[src/sv/mecanum_wheel_mixer_with_speed_limit_assert.svh]
// ----------------------------------------------------------------------------
// Assertion macros for the mecanum wheel mixer
// Clocked, reset-qualified assertion shorthands shared by the RTL files.
// ----------------------------------------------------------------------------
`ifndef MECANUM_WHEEL_MIXER_WITH_SPEED_LIMIT_ASSERT_SVH
`define MECANUM_WHEEL_MIXER_WITH_SPEED_LIMIT_ASSERT_SVH

// same-cycle property, sampled on the rising clock edge outside reset
`define MWM_ASSERT(label, prop, msg) \
   label: assert property (@(posedge clock) disable iff (reset) (prop)) else $error(msg);

// antecedent in one cycle implies consequent in the next
`define MWM_ASSERT_NEXT(label, ante, cons, msg) \
   label: assert property (@(posedge clock) disable iff (reset) (ante) |=> (cons)) else $error(msg);

`endif

[src/sv/mwm_pkg.sv]
// ----------------------------------------------------------------------------
// mwm_pkg
// Widths, register indexes and shared types of the mecanum wheel mixer.
// ----------------------------------------------------------------------------
package mwm_pkg;

   localparam int IN_W        = 16;
   localparam int OUT_W       = 16;
   localparam int CSR_IDX_W   = 3;
   localparam int CSR_DATA_W  = 16;
   localparam int LIM_W       = 15;
   localparam int LANES       = 4;
   // 32-bit x/y (Q.20), 33-bit yaw term, three-term sum
   localparam int SUM_W       = 35;
   localparam int PROD_W      = SUM_W + 17;
   localparam int RPM_SHIFT   = 28;
   // wheel magnitude in rpm stays below 2^21
   localparam int MAG_W       = 21;
   localparam int DVD_W       = MAG_W + LIM_W;
   localparam int CMP_W       = 2 * MAG_W;
   localparam int QUEUE_DEPTH = 4;
   localparam int QUEUE_PTR_W = 2;
   localparam int QUEUE_CNT_W = 3;

   // wheels one and three are negated
   localparam logic [LANES-1:0] LANE_NEGATED = 4'b0101;

   localparam logic [CSR_IDX_W-1:0] CSR_ARM_SUM         = 3'd0;
   localparam logic [CSR_IDX_W-1:0] CSR_MOTOR_GAIN      = 3'd1;
   localparam logic [CSR_IDX_W-1:0] CSR_SPEED_CAP       = 3'd2;
   localparam logic [CSR_IDX_W-1:0] CSR_FIXED_DIV_MODE  = 3'd3;
   localparam logic [CSR_IDX_W-1:0] CSR_FIXED_DIVISOR   = 3'd4;

   typedef struct packed {
      logic [15:0]      arm_sum;
      logic [15:0]      motor_gain;
      logic [LIM_W-1:0] speed_cap;
      logic             fixed_divisor_mode;
      logic [LIM_W-1:0] fixed_divisor;
   } cfg_type;

   // one classified command, handed from front to back
   typedef struct packed {
      logic [LANES-1:0][MAG_W-1:0] mag;
      logic [LANES-1:0]            neg;
      logic [MAG_W-1:0]            divisor;
      logic                        limited;
   } item_type;

   typedef struct packed {
      logic full;
      logic empty;
   } queue_status_type;

endpackage

[src/sv/mwm_queue.sv]
// ----------------------------------------------------------------------------
// mwm_queue
// Four-entry request queue decoupling the front stages from the back stages.
// ----------------------------------------------------------------------------
`include "mecanum_wheel_mixer_with_speed_limit_assert.svh"

module mwm_queue (
   input  logic                      clock,
   input  logic                      reset,
   input  logic                      push,
   input  mwm_pkg::item_type         push_item,
   input  logic                      pop,
   output mwm_pkg::item_type         pop_item,
   output mwm_pkg::queue_status_type status
);

   mwm_pkg::item_type                  entry_ff [0:mwm_pkg::QUEUE_DEPTH-1];
   logic [mwm_pkg::QUEUE_PTR_W-1:0]    wr_ptr_ff, rd_ptr_ff;
   logic [mwm_pkg::QUEUE_CNT_W-1:0]    count_ff, count_in;

   assign status.full  = count_ff == mwm_pkg::QUEUE_CNT_W'(mwm_pkg::QUEUE_DEPTH);
   assign status.empty = count_ff == '0;
   assign pop_item     = entry_ff[rd_ptr_ff];

   always_comb begin
      count_in = count_ff;
      if (push && !pop) count_in = count_ff + 1'b1;
      if (pop && !push) count_in = count_ff - 1'b1;
   end

   always_ff @(posedge clock) begin
      if (reset) begin
         wr_ptr_ff <= '0;
         rd_ptr_ff <= '0;
         count_ff  <= '0;
      end else begin
         if (push) wr_ptr_ff <= wr_ptr_ff + 1'b1;
         if (pop)  rd_ptr_ff <= rd_ptr_ff + 1'b1;
         count_ff <= count_in;
      end
      if (push) entry_ff[wr_ptr_ff] <= push_item;
   end

   `MWM_ASSERT(a_no_push_full, !(push && status.full), "push into full queue")
   `MWM_ASSERT(a_no_pop_empty, !(pop && status.empty), "pop from empty queue")
   `MWM_ASSERT(a_count_bound, count_ff <= mwm_pkg::QUEUE_CNT_W'(mwm_pkg::QUEUE_DEPTH),
      "queue count beyond depth")

endmodule

[config.mk]
export PLATFORM = sky130hd
export DESIGN_NAME = mwm_queue
export DESIGN_NICKNAME = d
export VERILOG_FILES = /design/src/sv/mwm_pkg.sv /design/src/sv/mwm_queue.sv
export VERILOG_INCLUDE_DIRS = /design/src /design/src/sv
export SDC_FILE = /design/constraint.sdc
export NUM_CORES = 1
export LEC_CHECK = 0
export BUFFER_PORTS_ARGS = -buffer_cell sky130_fd_sc_hd__buf_2
export CAP_MARGIN = 10
export CORE_UTILIZATION = 51
export CTS_CLUSTER_SIZE = 28
export DETAILED_ROUTE_END_ITERATION = 6
export GPL_ROUTABILITY_DRIVEN = 0
export PLACE_DENSITY = 0.81
export SLEW_MARGIN = 10
export SYNTH_ARGS = -nofsm -noshare
export SYNTH_HDL_FRONTEND = slang
export SYNTH_SLANG_ARGS = --single-unit
[constraint.sdc]
create_clock -name clock -period 3.4 [get_ports clock]
set_input_delay 0 -clock clock [delete_from_list [all_inputs] [get_ports clock]]
set_output_delay 0 -clock clock [all_outputs]
set_load 0.02 [all_outputs]
---- After elaboration in Yosys (flattened, before gate mapping) ----
Memory sizes are Yosys's and may differ from the RTL's. A register that Yosys moved wholly into a read port is not among the register bits.
Cells that the tools add are included.
word-level totals
  logic and storage cells ................. 21
  memories kept ........................... 1
  output and inout bits ................... 112
  flip-flop bits (word level) ............. 7
  memory bits (writable) .................. 440
  bits of input ports ..................... 114
memory list
  memory    depth  width  read ports  clocked after memory_dff  wr ports  line             RTL
  entry_ff  4      110    1           1                         1         mwm_queue.sv:17  mwm_pkg::item_type entry_ff [0:mwm_pkg::QUEUE_DEPTH-1];
cells by class
  add/sub/neg operators ................... 4
  mux-type cells .......................... 6
  eq/ne operators ......................... 1
  reductions and logical operators ........ 6
operator list
  kind                                              count
  two-way mux 3 bit                                 2
  adder 2 x 1 -> 2 bit, second input constant       2
  two-way mux 2 bit                                 2
  adder 3 x 1 -> 3 bit, second input constant       1
  equality test 3 bit, second input constant        1
  zero test 3 bit                                   1
  subtractor 3 x 1 -> 3 bit, second input constant  1
  logical AND 1 bit                                 2
  zero test 1 bit                                   2
  two-way mux 1 bit                                 2
  nonzero test 2 bit                                1

---- Longest topological paths before layout ----
  word-level depth ........................ 4
  mapped depth ............................ 7
  depth with buffers taken out ............ 7

---- Worst setup path before layout ----
Ideal clock, no wire load.
  kind .................................... reg2reg
  start ................................... reg wr_ptr_ff[0] (netlist bit)
  end ..................................... mem entry_ff[0][0] (netlist bit), enable pin
  cell stages (with the launch flop) ...... 4
  setup time .............................. 0.481 ns
  data required time ...................... 2.919 ns
  path slack .............................. -0.159 ns
  arrival ................................. 3.077 ns
  path through ............................ dfxtp_1 > inv_1 > ha_1 > and2_1
RTL lines
  item                      line             RTL
  start: declaration        mwm_queue.sv:18  logic [mwm_pkg::QUEUE_PTR_W-1:0] wr_ptr_ff, rd_ptr_ff;
  start signal: assignment  mwm_queue.sv:37  if (push) wr_ptr_ff <= wr_ptr_ff + 1'b1;
  end: declaration          mwm_queue.sv:17
No word-level cell before the write port.

==> run summary <==
================================================================================
Final TNS setup                                                             0 ns
Antenna violations before repair                                               3
Max-cap violations                                                             0
Area used by multi-input combinational logic                           2720 um^2
Result of the run                                                      completed
Internal                                                                 9.78 mW
Detailed-router iteration count before antenna repair                          5
Endpoint type of the worst setup path                                output port
Htree depth                                                                    2
Number of synthesized register bits                                          449
Depth of the worst register-to-register path                                   3
Maximum clock skew at final layout                                     0.0129 ns
Final std cell area, no fill                                         20,500 um^2
Unrepaired setup endpoints after global routing                            false
Sequential cell fraction of total power                                    51.3%
Boundary pin count                                                           226
Share of power burned in the clock network                                 37.7%
Nets@finish                                                                1,113
Clock tree from TritonCTS                                                  built
Worst supply voltage drop on vdd                                        0.444 mV
Nature of the critical path startpoint                                  register
Post-Synthesis Mean Instance Area                                      26.3 um^2
Clock Path Buffers                                                             3
Number of global-route vias before repair                                  8,381
Total power density per cell area                                    613 nW/um^2
Worst hold stages                                                              2
Total track usage                                                          19.3%
Busiest grt layer                                                           met2
Number of enable flip-flop cells after synthesis                             440
Clock insertion delay at the later pin of the skew report                0.53 ns
Share of the synthesized area in the top cell type                         81.0%
Number of pins exceeding their max-slew limit in the final report              0
Global routing usage on met3                                               4.31%
Logic pwr share                                                            11.1%
CP required                                                              3.40 ns
Dpl cell area                                                        18,000 um^2
Setup-failing EPs final                                                        0
Routed length per placed instance                                        21.5 um
CTS clk-pin slew, worst paths                                            0.06 ns
Ranking of synthesized cells by instance count                      440 x sky130_fd_sc_hd__edfxtp_1, 110 x sky130_fd_sc_hd__mux4_2, 11 x sky130_fd_sc_hd__buf_2, 11 x sky130_fd_sc_hd__buf_6, 9 x sky130_fd_sc_hd__dfxtp_1
Critical path class                                                      reg2out
Number of buffers created by CTS                                              45
Net load switching power                                                 2.80 mW
Endpoint of the worst hold-timing path                              entry_ff[2][78]
Via density per instance                                                    5.43
Endpoint of the worst-slack reg-to-reg timing path                  entry_ff[1][19]
Remaining global-route overflow                                                0
Vert. Die Dim                                                             181 um
Cell accounting for the most synthesized area                       sky130_fd_sc_hd__edfxtp_1
Synth top area cells                                                sky130_fd_sc_hd__edfxtp_1 81%, sky130_fd_sc_hd__mux4_2 15%, sky130_fd_sc_hd__dfxtp_1 1.1%
Routing usage on met1                                                      25.9%
Synth warnings                                                                 0
Highest clock frequency the design can meet                              408 MHz
Detailed placer's ending HPWL                                          17,200 um
Most repeated cell in the gate-level netlist after synthesis        sky130_fd_sc_hd__edfxtp_1
Core region area                                                     31,500 um^2
Worst Tran Pin Value                                                    0.712 ns
Final Cycle Share                                                          72.1%
Total wire length                                                      30,700 um
Initial core utilization                                                   51.8%
Area grow syn2layout                                                       25.8%
First-pass GRT wire length                                             47,500 um
Post-cts gate resize count                                                     0
Source of the worst register-to-register timing path                wr_ptr_ff[0]
Leakage component of the power                                           6.99 nW
Fraction of final layout cells sized beyond drive strength 1               40.6%
Fillers                                                                    2,022
Largest net degree at the start of global routing                            110
Die area                                                             32,700 um^2
Ordered list of cells on the worst path                             buf_12 > mux4_2 > buf_2
Net count of the mapped netlist                                              741
Violation count after the first detailed-routing iteration                   503
Number of input and output port buffers inserted                             225
Count of antenna-violating nets left after detailed routing                    0
Met2 usage in global routing                                               32.0%
Count of endpoints failing hold in the final timing report                     0
Post-synthesis instance total                                                621
Horiz. Die Dim                                                            181 um
Final period demand of the worst path                                    2.45 ns
Synthesized cell area                                                16,300 um^2
Clk sinks                                                                    449
Switching share of total power                                             22.3%
Critical Path AT                                                         2.45 ns
Via count                                                                  7,771
Start point of the worst hold path                                  push_item[78]
Stage delay of the slowest cell on the critical path                     0.82 ns
Clock tree root driver cell                                         sky130_fd_sc_hd__clkbuf_16
Sequential cell area                                                 13,400 um^2
Kind of cell with the highest combined delay on the critical path     flip-flops
Worst reg2reg setup slack                                                1.45 ns
Library cells used by synthesis                                               20
Crit-path slowest cell                                              sky130_fd_sc_hd__dfxtp_4
Maximum fanout along the worst path                                           33
Worst slew margin relative to its limit                                    52.5%
Post-route DRC violation count                                                 0
Async S/R FF share, synth                                                     0%
Flip-flop cell with the highest count after synthesis               sky130_fd_sc_hd__edfxtp_1
Buffers & Inverters on Critical Path                                           2
Layout Utilization                                                         65.2%
Sequential fraction of the synthesis area                                  82.1%
Tightest Hold Check Type                                                  in2reg
Placement row count                                                           65
================================================================================
-- worst max path at each step --
stage            startpoint         endpoint  slack (ns)  cells past startpoint
2_1_floorplan  wr_ptr_ff[0]   entry_ff[2][0]        1.06                      3
3_3_place_gp       register      pop_item[0]        1.41                      3
3_5_place_dp   wr_ptr_ff[0]  entry_ff[0][33]        1.40                      4
4_1_cts            register      pop_item[0]        0.84                      3
5_1_grt            register      pop_item[0]        0.77                      3
6_report           register      pop_item[0]        0.95                      3
-- cell families after synthesis --
family          count (synthesis)  share of synthesized area, %
buf+inv                        31                          1.30
xor+xnor                        5                         0.269
fa+ha+maj                       6                         0.506
simple gates                   16                         0.468
flops                         449                          82.1
mux                           111                          15.3
compound gates                  3                        0.0920
-- area by class of cell --
| cell class | instances | share of cell area, % |
|---|---|---|
| Tap cell | 402 | 2.45 |
| Sequential cell | 449 | 65.3 |
| Multi-Input combinational cell | 141 | 13.2 |
| Clock buffer | 61 | 6.08 |
| Timing Repair Buffer | 350 | 11.9 |
| Clock inverter | 20 | 0.896 |
| Inverter | 6 | 0.110 |
| Antenna cell | 2 | 0.0244 |
-- registers in the layout, indices dropped and copies added (netlist names), named ones only --
register / cells
rd_ptr_ff: 2
entry_ff: 440
wr_ptr_ff: 2
count_ff: 3
-- per-stage QoR --
step                      instances  total power [mW]  setup slack (ns)  hold WS (ns)
after floorplan                 621              7.39              1.06        0.0989
after global placement         1235              7.83              1.41         0.212
after detailed placement       1235              7.87              1.40         0.217
after CTS                      1429              12.7             0.837         0.193
after global routing           1430              13.0             0.765         0.202
final                          1431              12.6             0.948         0.219
-- power by group through the flow --
stage | registers (mW) | logic, mW | clock network [mW]
after floorplan | 6.52 | 0.863 | 0
after CTS | 6.45 | 1.41 | 4.84
final | 6.45 | 1.39 | 4.73
after global routing | 6.47 | 1.48 | 5.06
after global placement | 6.55 | 1.28 | 0
after detailed placement | 6.57 | 1.30 | 0
-- routing by layer --
| layer | up-vias | wire (um) |
|---|---|---|
| li1 | 3427 | - |
| met1 | 4022 | 13000 |
| met2 | 275 | 15400 |
| met3 | 45 | 1800 |
| met4 | 2 | 548 |
| met5 | - | 11 |
-- layout by cell type (no fill, tap or decap), types with 5 or more instances in the layout --
cell type                       Yosys  final
sky130_fd_sc_hd__edfxtp_1         440    440
sky130_fd_sc_hd__buf_2             11    225
sky130_fd_sc_hd__dlygate4sd3_1      0    113
sky130_fd_sc_hd__mux4_2           110    110
sky130_fd_sc_hd__clkbuf_16          0     47
sky130_fd_sc_hd__clkbuf_1           3     12
sky130_fd_sc_hd__nor2_1             8      8
sky130_fd_sc_hd__buf_12             0      8
sky130_fd_sc_hd__clkinv_2           0      7
sky130_fd_sc_hd__dfxtp_1            9      7
sky130_fd_sc_hd__inv_1              6      6
sky130_fd_sc_hd__ha_1               5      5
sky130_fd_sc_hd__clkinv_1           0      5
-- what timing repair did --
action / CTS / global route
hold buffers: 113 / 0
hold endpoints to repair: 450 / 0
buffers inserted: 0 / 0
Note: power is estimated with default switching activity, not from simulation.
